[src/rtl/core/lirs_pkg.sv]
`default_nettype none

package lirs_pkg;

    // fixed formats of the channel and configuration fields
    localparam int MAX_CHANNELS = 4;
    localparam int FRAC_BITS    = 16;
    localparam int SAMPLE_W     = 16;
    localparam int STEP_W       = 20;
    localparam int CCNT_W       = 3;
    localparam int SFRAC_W      = 16;
    localparam int PHASE_W      = 20;
    localparam int POS_W        = PHASE_W + 1;
    localparam int MAX_RESULTS  = 64;
    localparam int CNT_W        = $clog2(MAX_RESULTS + 1);
    localparam int CFG_IDX_W    = 2;
    localparam int CFG_DATA_W   = 20;

    // lane arithmetic widths
    localparam int DIFF_W = SAMPLE_W + 1;
    localparam int PROD_W = DIFF_W + FRAC_BITS + 1;
    localparam int ACC_W  = PROD_W + 1;
    localparam int RND_W  = ACC_W - FRAC_BITS;

    // register indexes of the configuration port
    localparam logic [CFG_IDX_W-1:0] CFG_SPEED_STEP     = 2'd0;
    localparam logic [CFG_IDX_W-1:0] CFG_CHANNEL_COUNT  = 2'd1;
    localparam logic [CFG_IDX_W-1:0] CFG_START_FRACTION = 2'd2;

    // one source frame in position units
    localparam logic [POS_W-1:0] ONE_POS = POS_W'(1) << FRAC_BITS;

    // saturation bounds
    localparam logic signed [RND_W-1:0] SAT_MIN = -RND_W'(32768);
    localparam logic signed [RND_W-1:0] SAT_MAX = RND_W'(32767);

    typedef logic signed [SAMPLE_W-1:0] sample_t;
    typedef logic [MAX_CHANNELS-1:0][SAMPLE_W-1:0] frame_t;

    // one output position handed to the lanes
    typedef struct packed {
        logic                 valid;
        logic                 last;
        logic [FRAC_BITS-1:0] frac;
    } issue_t;

endpackage

`default_nettype wire

[src/rtl/core/lirs_merge.sv]
`default_nettype none

module lirs_merge
    import lirs_pkg::*;
(
    input  wire logic   clk,
    input  wire logic   rst_n,
    input  wire issue_t issue,
    input  wire frame_t lane_res,
    input  wire logic   out_stall,
    output logic        en,
    output logic        out_valid,
    output frame_t      out_frame,
    output logic        out_last
);

    logic   s1_valid_reg;
    logic   s1_last_reg;
    logic   out_valid_reg;
    logic   out_last_reg;
    frame_t out_frame_reg;

    // pipeline advances whenever the output register can take a transaction
    assign en = !out_valid_reg || !out_stall;

    // control alongside the lane multiply stage
    always_ff @(posedge clk or negedge rst_n)
    begin
        if (!rst_n)
        begin
            s1_valid_reg  <= 1'b0;
            out_valid_reg <= 1'b0;
        end
        else if (en)
        begin
            s1_valid_reg  <= issue.valid;
            out_valid_reg <= s1_valid_reg;
        end
    end

    // gather lane results into one output transaction
    always_ff @(posedge clk)
    begin
        if (en)
        begin
            s1_last_reg <= issue.last;
            if (s1_valid_reg)
            begin
                out_frame_reg <= lane_res;
                out_last_reg  <= s1_last_reg;
            end
        end
    end

    assign out_valid = out_valid_reg;
    assign out_frame = out_frame_reg;
    assign out_last  = out_last_reg;

endmodule

`default_nettype wire

[config.mk]
export PLATFORM = sky130hd
export DESIGN_NAME = lirs_merge
export DESIGN_NICKNAME = d
export VERILOG_FILES = /design/src/rtl/core/lirs_pkg.sv /design/src/rtl/core/lirs_merge.sv
export SDC_FILE = /design/constraint.sdc
export NUM_CORES = 1
export LEC_CHECK = 0
export BUFFER_PORTS_ARGS = -buffer_cell sky130_fd_sc_hd__buf_2
export CAP_MARGIN = 20
export CORE_MARGIN = 2
export CORE_UTILIZATION = 40
export CTS_CLUSTER_SIZE = 30
export DETAILED_ROUTE_END_ITERATION = 6
export MAX_ROUTING_LAYER = met4
export PLACE_DENSITY = 0.91
export SLEW_MARGIN = 5
export SYNTH_ARGS = -nofsm -noshare
export SYNTH_HDL_FRONTEND = slang
export SYNTH_SLANG_ARGS = --single-unit
[constraint.sdc]
create_clock -name clk -period 4.6 [get_ports clk]
set_input_delay 0.92 -clock clk [delete_from_list [all_inputs] [get_ports clk]]
set_output_delay 0.92 -clock clk [all_outputs]
set_load 0.03 [all_outputs]
==> results.toml <==
[die]
start_util_pct = 41.0
die_x_um = 75.9
std_cell_rows = 26
core-area_mm2 = 0.00504
dieHeight_um = 75.9
io_pins = 152
dieArea_mm2 = 0.00576

[synth]
synth_area_per_cell_um2 = 28.7
ys_warn_count = 0
synth_top_area_cell = "edfxtp_1"
synth_edf_count = 66
ys_ff_latch = 68
synth_ff_type = "edfxtp_1"
syn_area_mm2 = 0.00207
syn_inst = 72
yosysUniqueCellTypes = 6
synth.area.top_cells = "edfxtp_1 (96%), dfrtp_1 (2.4%), mux2_4 (0.73%)"
synth_top_area_share_pct = 95.8
synth_seq_area_share_pct = 98.2
async_flop_share_pct = 2.94
synthTopCellsByCount = "edfxtp_1 (66), dfrtp_1 (2)"
syn-num-nets = 157
post-synth-top-count-cell = "edfxtp_1"

[global_route]
antenna_found_initial = 0
grt_usage_pct = 15.0
grt.overflow.total = 0
grt_max_degree = 34
grt_pass1_wl_um = 6150
grt_pass1_vias = 1239

[placement]
place_congestion = 0.691
portBuffers = 135
dpl_cell_area_mm2 = 0.00284
dp.cells = 278
place_hpwl_um = 3000

[routing]
ant_nets = 0
routedWlPerCell_um = 13.5
drt_iter0_markers = 35
routed_wl_um = 3970
drc = 0
routed_via_density = 4.14
vias = 1212
drt_first_pass_iters = 4

[setup_path]
cp_max_fo = 33
required_ns = 4.57
critPathBufInv = 2
slowest_stage = "and2_2"
critical-path-max-stage-delay_ns = 0.63
worstPathArrival_ns = 2.25
endpoint_kind = "flop"
crit_family = "simple AND/OR/NAND/NOR gates"
critPathKind = "input port to flop"
start_kind = "input port"
crit_chain = "buf_2, nand2_2, and2_2, buf_4"

[clocking]
cts_max_level = 3
postCtsHoldBufs = 0
cts_resized = 0
clock_latency_ns = 0.32
cts_tree = "built"
post_cts_buffers = 0
clockBufferDepth = 2
cts-root-buf = "clkbuf_8"
cts.reportedPaths.clkPinSlew_ns = 0.07
cts_inserted_buffers = 9
clkSinkCount = 68

[cells_and_area]
largest_reg_flops = 64
layout-drive-gt1-share_pct = 66.8
fillers = 380
synthToLayoutAreaGrowth_pct = 44.4
final_nets = 304
final_area_mm2 = 0.00299
stdcell_count = 293
n_antenna_cell = 0

[run_status]
outcome = "finished clean"

[power_and_ir_drop]
power.density_mw_per_mm2 = 454
power_mw = 1.36
ir_drop_mv = 0.271
leakage_nw = 1.28

[sta]
tightest_slew_ns = 0.722
finalHoldViolations = 0
max_freq_ghz = 0.439
finClkSkew_ns = 0.00713
fin_hold_ws_ns = 0.375
min_period_ns = 2.28
finalSetupViolations = 0
drv_slew = 0
period_share_pct = 49.6
tns_ns = 0
slew_headroom_pct = 51.9
rsz0062_at_grt = "no"

[worst_hold_path]
hold_class = "input port to asynchronous set/reset pin"

[job]
maxCapViolCount = 0
-- through the flow --
stage,util [%],setup WS (ns)
final,59.2,2.32
after global routing,59.2,2.22
after CTS,59.2,2.32
after detailed placement,56.3,1.97
after global placement,56.3,2.02
after floorplan,-,2.19
-- logic make-up after synthesis --
group            count (synthesis)  share of synthesized area, %
DFF                             68                          98.2
muxes                            1                         0.726
and+or+nand+nor                  3                          1.03
-- cell usage in the layout (no fill, tap or decap) --
cell type / count
edfxtp_1: 66
and2_2: 1
clkinv_2: 1
clkbuf_1: 1
mux2_4: 1
dfrtp_1: 2
or2b_1: 1
buf_4: 1
clkinv_1: 4
nand2_2: 1
clkbuf_8: 9
buf_2: 135
-- power breakdown --
part	switching, mW	internal, mW	leakage, nW
clock	0.189	0.184	0.0761
combinational	0.160	0.0585	0.554
sequential	0.0130	0.751	0.651
-- layer usage --
metal	part of all wire [%]	track usage (%)	vias to the layer above
li1	-	-	581
met1	42	19.0	543
met2	48	21.5	81
met3	7.6	4.29	7
met4	1.7	9.27	0
met5	0	-	-
-- final cells by class --
class | count | area, µm² | area share [%]
tap | 70 | 87.6 | 2.93
clock buffer | 10 | 128 | 4.27
timing repair buffer | 136 | 683 | 22.9
multi-input combinational | 4 | 36.3 | 1.21
sequential | 68 | 2030 | 68.0
clock inverter | 5 | 20.0 | 0.670
-- path summary, 6_finish.rpt --
check | from | to | slack, ns | cells past startpoint
worst max-delay path | out_stall | out_frame[24] | 2.32 | 4
worst min-delay path | rst_n | out_valid | 0.38 | 1
worst max register to register | out_valid | out_frame[24] | 2.61 | 3
worst min register to register | s1_last_reg | out_last | 0.42 | 0
max in group asynchronous | rst_n | s1_valid_reg | 4.12 | 1
min in group clk | s1_last_reg | out_last | 0.42 | 0
Note: power is estimated with default switching activity, not from simulation.
