--- src/rtl/core/lirs_pkg.sv ---
`default_nettype none

package lirs_pkg;

    // fixed formats of the channel and configuration fields
    localparam int MAX_CHANNELS = 4;
    localparam int FRAC_BITS    = 16;
    localparam int SAMPLE_W     = 16;
    localparam int STEP_W       = 20;
    localparam int CCNT_W       = 3;
    localparam int SFRAC_W      = 16;
    localparam int PHASE_W      = 20;
    localparam int POS_W        = PHASE_W + 1;
    localparam int MAX_RESULTS  = 64;
    localparam int CNT_W        = $clog2(MAX_RESULTS + 1);
    localparam int CFG_IDX_W    = 2;
    localparam int CFG_DATA_W   = 20;

    // lane arithmetic widths
    localparam int DIFF_W = SAMPLE_W + 1;
    localparam int PROD_W = DIFF_W + FRAC_BITS + 1;
    localparam int ACC_W  = PROD_W + 1;
    localparam int RND_W  = ACC_W - FRAC_BITS;

    // register indexes of the configuration port
    localparam logic [CFG_IDX_W-1:0] CFG_SPEED_STEP     = 2'd0;
    localparam logic [CFG_IDX_W-1:0] CFG_CHANNEL_COUNT  = 2'd1;
    localparam logic [CFG_IDX_W-1:0] CFG_START_FRACTION = 2'd2;

    // one source frame in position units
    localparam logic [POS_W-1:0] ONE_POS = POS_W'(1) << FRAC_BITS;

    // saturation bounds
    localparam logic signed [RND_W-1:0] SAT_MIN = -RND_W'(32768);
    localparam logic signed [RND_W-1:0] SAT_MAX = RND_W'(32767);

    typedef logic signed [SAMPLE_W-1:0] sample_t;
    typedef logic [MAX_CHANNELS-1:0][SAMPLE_W-1:0] frame_t;

    // one output position handed to the lanes
    typedef struct packed {
        logic                 valid;
        logic                 last;
        logic [FRAC_BITS-1:0] frac;
    } issue_t;

endpackage

`default_nettype wire

--- src/rtl/core/lirs_lane.sv ---
`default_nettype none

module lirs_lane
    import lirs_pkg::*;
(
    input  wire logic                clk,
    input  wire logic                en,
    input  wire issue_t              issue,
    input  wire logic                use_ch,
    input  wire logic [SAMPLE_W-1:0] prev_s,
    input  wire logic [SAMPLE_W-1:0] cur_s,
    output logic      [SAMPLE_W-1:0] res
);

    logic signed [DIFF_W-1:0]   diff;
    logic signed [PROD_W-1:0]   prod_next;
    logic signed [PROD_W-1:0]   prod_reg;
    logic        [SAMPLE_W-1:0] base_reg;
    logic                       use_reg;
    logic signed [ACC_W-1:0]    acc;
    logic signed [ACC_W-1:0]    acc_rnd;
    logic signed [RND_W-1:0]    q;

    // slope times fraction
    assign diff      = $signed({cur_s[SAMPLE_W-1], cur_s}) - $signed({prev_s[SAMPLE_W-1], prev_s});
    assign prod_next = $signed({1'b0, issue.frac}) * diff;

    always_ff @(posedge clk)
    begin
        if (en && issue.valid)
        begin
            prod_reg <= prod_next;
            base_reg <= prev_s;
            use_reg  <= use_ch;
        end
    end

    // add base, round half away from zero
    always_comb
    begin
        acc = ($signed(ACC_W'($signed(base_reg))) <<< FRAC_BITS)
              + $signed(ACC_W'(prod_reg));
        if (acc[ACC_W-1])
            acc_rnd = acc + $signed(ACC_W'((1 << (FRAC_BITS - 1)) - 1));
        else
            acc_rnd = acc + $signed(ACC_W'(1 << (FRAC_BITS - 1)));
        q = RND_W'(acc_rnd >>> FRAC_BITS);
    end

    // saturate, zero for unused channels
    always_comb
    begin
        if (!use_reg)
            res = '0;
        else if (q < SAT_MIN)
            res = SAT_MIN[SAMPLE_W-1:0];
        else if (q > SAT_MAX)
            res = SAT_MAX[SAMPLE_W-1:0];
        else
            res = q[SAMPLE_W-1:0];
    end

endmodule

`default_nettype wire

--- config.mk ---
export PLATFORM = sky130hd
export DESIGN_NAME = lirs_lane
export DESIGN_NICKNAME = d
export VERILOG_FILES = /design/src/rtl/core/lirs_pkg.sv /design/src/rtl/core/lirs_lane.sv
export SDC_FILE = /design/constraint.sdc
export NUM_CORES = 1
export LEC_CHECK = 0
export ABC_CLOCK_PERIOD_IN_PS = 16600
export BUFFER_PORTS_ARGS = -buffer_cell sky130_fd_sc_hd__buf_2
export CAP_MARGIN = 0
export CELL_PAD_IN_SITES_DETAIL_PLACEMENT = 1
export CELL_PAD_IN_SITES_GLOBAL_PLACEMENT = 1
export CORE_ASPECT_RATIO = 0.6
export CORE_MARGIN = 2
export CORE_UTILIZATION = 54
export CTS_CLUSTER_DIAMETER = 120
export CTS_CLUSTER_SIZE = 16
export DETAILED_ROUTE_END_ITERATION = 10
export PLACE_DENSITY_LB_ADDON = 0.1
export SYNTH_ARGS = -nofsm -noshare
export SYNTH_HDL_FRONTEND = slang
export SYNTH_SLANG_ARGS = --single-unit
--- constraint.sdc ---
create_clock -name clk -period 16.6 [get_ports clk]
set_input_delay 0.83 -clock clk [delete_from_list [all_inputs] [get_ports clk]]
set_output_delay 0.83 -clock clk [all_outputs]
set_load 0.005 [all_outputs]
==> impl_metrics.csv, run 1 <==
group,metric,value,unit
status,status,"completed",
route,drt_wl_total,42700,um
sta,finalSetupTns,0,ps
place,dp_hpwl,34200,um
yosys,postSynth.asyncResetShare,0,
finish,area_delta_synth_final,5.49,%
critical_path,cp_top_family,"adder cells",
yosys,synthCells,1618,
route,vias_per_cell,5.86,
critical_path,path_buf_inv,4,
critical_path,crit_fanout,16,
run,maxCapViolations,0,
route,drtIter0Drc,782,
hold_path,min_path_type,"in -> reg",
yosys,synth.distinct_cells,82,
yosys,syn_nets,2045,
die,top_level_ports,69,
sta,rsz0062_at_grt,"no",
critical_path,required,16660,ps
global_routing,grt_pass1_wl,68400,um
finish,nFillCells,3076,
clocking,clock_path_buffers,2,
finish,largest_register_ffs,34,
die,die_h,129,um
sta,hold_viol,0,
global_routing,antenna_found_initial,1,
sta,slew_headroom,0.205,
finish,nets,2062,
yosys,synth_edf_count,51,
critical_path,arrival,10280,ps
sta,drv_slew,0,
route,ant_nets,0,
global_routing,grt_use_total,0.327,
sta,setup_viol,0,
critical_path,start_kind,"primary input",
finish,antennaDiodeCount,0,
route,route.detailed.drc,0,
route,vias,11659,
route,first_pass_iters,5,
global_routing,grt_pass1_vias,12583,
clocking,cts_resized,0,
clocking,cts.sinks,51,
clocking,cts_tree,"built",
clocking,path_clk_slew,80,ps
die,die_w,212,um
die,core-area,0.0254,sq mm
global_routing,grt_remaining_overflow,0,
critical_path,slowest_delay,930,ps
sta,worst_slack,6390,ps
sta,min_period,10210,ps
place,gp_congestion,0.911,
yosys,ys.flop_type,"edfxtp_1",
die,initial_core_util,0.552,
place,postPlaceCellArea,0.0147,sq mm
sta,tightest_slew,1190,ps
finish,drive_above_1_share,0.0789,
yosys,ys_warn_count,0,
critical_path,crit_type,"in -> reg",
global_routing,grt_max_degree,52,
clocking,numCtsBuffers,5,
critical_path,worst_path_most_repeated_cell,"fa_1",
clocking,cts_htree_levels,2,
clocking,cts_setup_buffers,0,
sta,post-route-period-util,0.615,
die,rows,45,
route,wire_per_inst,21.5,um
place,io_buffers,67,
critical_path,endpoint_kind,"flip-flop",
clocking,cts_hold_buf,0,
clocking,cts_root_buffer,"clkbuf_16",
place,dp_slack,6120,ps
yosys,ys_ff_latch,51,
sta,fmax,0.0979,GHz
yosys,syn_area,0.0141,sq mm
finish,final_area,0.0148,sq mm
critical_path,slowest_stage,"xor2_2",
yosys,synth.avg_cell_area,8.69,sq um
yosys,seq_area_frac_synth,0.109,
die,fp.dieArea,0.0274,sq mm
-- metrics by stage --
step                      cells  hold slack [ps]   util
after global routing       1988              699  0.583
after CTS                  1988              693  0.583
after floorplan            1618              929      -
final                      1988              695  0.583
after detailed placement   1980             1010  0.576
after global placement     1980             1010  0.576
-- logic make-up (layout without fill, tap and decap cells) --
logic type               after synthesis  after routing  share of synthesized area
AND/OR/NAND/NOR                      531            531                      0.188
multiplexers                           2              2                    0.00142
buffers and inverters                389            407                      0.107
flip-flops                            51             51                      0.109
AO/OA/AOI/OAI                        213            213                      0.113
XOR/XNOR                              58             58                     0.0367
adder cells (fa/ha/maj)              374            374                      0.445
-- cell usage in the layout (no fill, tap or decap), drive strengths merged, types with 4 or more instances in the layout --
cell,netlist,routed
xnor2,40,40
and2,67,67
nand2b,11,11
inv,315,315
edfxtp,51,51
nand4,4,4
nand3b,5,5
o21a,13,13
o21ai,30,30
xor2,18,18
nor3,31,31
a311oi,18,18
nor3b,10,10
nand2,186,186
or2,5,5
a21o,15,15
o311ai,16,16
or3,13,13
nor4,9,9
o211ai,4,4
a211oi,10,10
o21bai,4,4
a21boi,6,6
and3,28,28
ha,163,163
o2111ai,4,4
nor2,70,70
nor2b,34,34
buf,6,82
a31oi,5,5
nand3,49,49
fa,211,211
clkinv,2,4
a21oi,53,53
clkbuf,66,5
-- final timing paths --
kind,from,to,cells after the start
hold / removal,use_ch,use_reg,1
setup / recovery,prev_s[0],prod_reg[31],32
-- per-layer routing --
layer	part of all wire	wire length [um]	global-route usage
met3	0.072	3090	0.0559
met1	0.46	19800	0.480
met5	0	0	0
met2	0.45	19100	0.518
met4	0.018	748	0.0572
-- cell type report --
type                    count  area [sq um]  area share
flip-flops and latches     51          1530       0.103
multi-input cells        1178         11100       0.746
inverters                 317          1190      0.0802
well taps                 352           440      0.0297
repair buffers             82           448      0.0302
clock buffers               5           125     0.00844
clock inverters             3          38.8     0.00262
-- cell usage after synthesis (3+ instances only) --
cell       instances  share of area
a2111o_1           3         0.0024
a2111oi_0          3         0.0019
a211o_1            3         0.0019
a211oi_1          10         0.0053
a21boi_0           3         0.0016
a21boi_1           3         0.0016
a21o_1            12         0.0064
a21o_2             3         0.0019
a21oi_1           43          0.015
a21oi_2           10         0.0062
a221o_1            3         0.0021
a311oi_1          17          0.011
a31o_2             3         0.0019
a31oi_1            5         0.0022
and2_1            66          0.029
and3_1            28          0.012
clkbuf_1          65          0.017
edfxtp_1          51           0.11
fa_1             211           0.30
ha_1             163           0.15
inv_1            315          0.084
nand2_1          186          0.050
nand2b_1          11         0.0049
nand3_1           48          0.017
nand3b_1           5         0.0027
nand4_1            4         0.0018
nor2_1            70          0.019
nor2b_1           34          0.015
nor3_1            31          0.011
nor3b_1           10         0.0053
nor4_1             8         0.0036
o2111ai_1          3         0.0019
o211ai_1           3         0.0016
o21a_1            11         0.0059
o21ai_0           24         0.0085
o21ai_1            5         0.0018
o21bai_1           4         0.0021
o22ai_1            3         0.0013
o311a_1            3         0.0021
o311ai_0          11         0.0069
o311ai_1           5         0.0031
or2_2              5         0.0022
or3_1             12         0.0053
xnor2_1           39          0.024
xor2_1            18          0.011
Power of run 1 is not shown: default switching activity piles up to over one toggle a cycle in this logic, so the estimate is an artifact.
==> run 2: changes to the inputs <==
- ABC_CLOCK_PERIOD_IN_PS: 16600 -> 8400
- CORE_UTILIZATION: 54 -> 45
- clock period: 16.6 -> 8.4 ns (I/O delays scaled with it)
==> run 2 against run 1 <==
Net effect: global-route usage shrank 4.8 points; worst setup slack lost 6000 ps; cell count grew 8.0%; core utilization shrank 7.0 points; critical endpoint unchanged; largest cell class unchanged.
==> impl_metrics.csv, run 2 (synthesis gave the netlist of run 1 again) <==
group,metric,value,unit
place,io_buffers,67,
route,wire_per_inst,20.7,um
place,dp_hpwl,36300,um
critical_path,slowest_stage,"fa_1",
sta,setup_viol,0,
sta,min_period,8040,ps
route,ant_nets,0,
route,topRoutingLayerUsed,"met4",
clocking,cts_hold_buf,0,
sta,slew_headroom,0.510,
clocking,numCtsBuffers,5,
clocking,cts_tree,"built",
hold_path,hold-path-cell-count,1,
sta,finalSetupTns,0,ps
finish,antennaDiodeCount,0,
critical_path,endpoint_kind,"flip-flop",
route,wl_met1,21400,um
sta,fmax,0.124,GHz
critical_path,worst_path_most_repeated_cell,"fa_1",
route,drtIter0Drc,697,
route,drt_wl_total,44400,um
sta,tightest_slew,731,ps
sta,drv_slew,0,
route,met2_length,20200,um
clocking,cts.sinks,51,
global_routing,grt_use_total,0.279,
global_routing,antenna_found_initial,0,
critical_path,required,8460,ps
clocking,path_clk_slew,70,ps
clocking,cts_root_buffer,"clkbuf_16",
global_routing,grt_pass1_wl,70400,um
critical_path,start_kind,"primary input",
die,die_w,232,um
clocking,clock_path_buffers,2,
status,status,"completed",
sta,rsz0062_at_grt,"no",
hold_path,min_from,"use_ch",
die,die_h,141,um
critical_path,arrival,8100,ps
critical_path,crit_start,"prev_s[0]",
finish,nets,2157,
die,rows,50,
global_routing,grt_remaining_overflow,0,
hold_path,min_path_type,"in -> reg",
finish,layout_common_cells,"inv_1 (314), fa_1 (205), nand2_1 (186)",
route,vias,11818,
finish,area_delta_synth_final,13.0,%
sta,post-route-period-util,0.957,
die,fp.dieArea,0.0327,sq mm
finish,drive_above_1_share,0.153,
sta,hold_viol,0,
route,vias_per_cell,5.50,
die,core-area,0.0310,sq mm
die,top_level_ports,69,
global_routing,grt_pass1_vias,12704,
global_routing,grt_max_degree,52,
critical_path,crit_type,"in -> reg",
place,gp_congestion,0.913,
clocking,cts_htree_levels,2,
finish,layout_commonest_cell,"inv_1",
critical_path,slowest_delay,590,ps
route,first_pass_iters,5,
die,initial_core_util,0.454,
critical_path,crit_fanout,4,
run,maxCapViolations,0,
finish,largest_register_ffs,34,
route,route.detailed.drc,0,
route,dr_wl_met3,2280,um
==> run 2: cell count changes in the layout (fill, tap and decap cells not counted), moves of 3 or more <==
cell,previous run,this run
ha_1,163,159
and3_1,28,25
a21boi_1,3,0
buf_12,0,4
a21oi_1,43,39
ha_4,0,3
o21ai_0,24,18
a21oi_2,10,13
and3_4,0,3
buf_4,15,105
fa_2,0,6
o21ai_2,1,7
fa_1,211,205
a21boi_2,0,4
==> run 2: through the flow <==
step | hold WS, ps | setup WS [ps] | cell area, sq um | std cells | utilization
floorplan | 519 | 12.5 | 14100 | 1618 | -
global placement | 598 | -427 | 15400 | 2132 | 0.499
detailed placement | 599 | -653 | 15400 | 2132 | 0.499
CTS | 274 | 2.84 | 15700 | 2143 | 0.505
global route | 283 | 15.2 | 15900 | 2147 | 0.513
finish | 286 | 363 | 15900 | 2147 | 0.513
==> run 2: path summary, 6_finish.rpt <==
path	to	slack, ps
max	prod_reg[31]	360
min	use_reg	290
==> run 2: routing by layer <==
metal | global-route usage | vias up
li1 | - | 5471
met1 | 0.414 | 6037
met2 | 0.443 | 278
met3 | 0.0396 | 32
met4 | 0.0398 | 0
met5 | 0 | -
==> run 2: layout make-up <==
class,instances,area [sq um]
Timing Repair Buffer,177,1210
Multi-Input combinational cell,1178,11300
Inverter,317,1190
Sequential cell,51,1530
Fill cell,3669,15100
Tap cell,416,520
Clock inverter,3,15.0
Clock buffer,5,125
==> run 2: repair_timing <==
action                     4_1_cts  5_1_grt
resized for setup               12       45
pin swaps                       12       48
setup buffers                    3        4
setup endpoints to repair        7       11
==> run 2: worst max-delay path, delay by kind of cell <==
| family | cells | cell delay, ps |
|---|---|---|
| AOI/OAI and AO/OA | 14 | 2280 |
| adders and majority gates | 9 | 4020 |
| xor gates and xnor gates | 1 | 80 |
| and+or+nand+nor | 5 | 870 |
| buffers and inverters | 4 | 410 |
Power of run 2 is left out for the same reason.
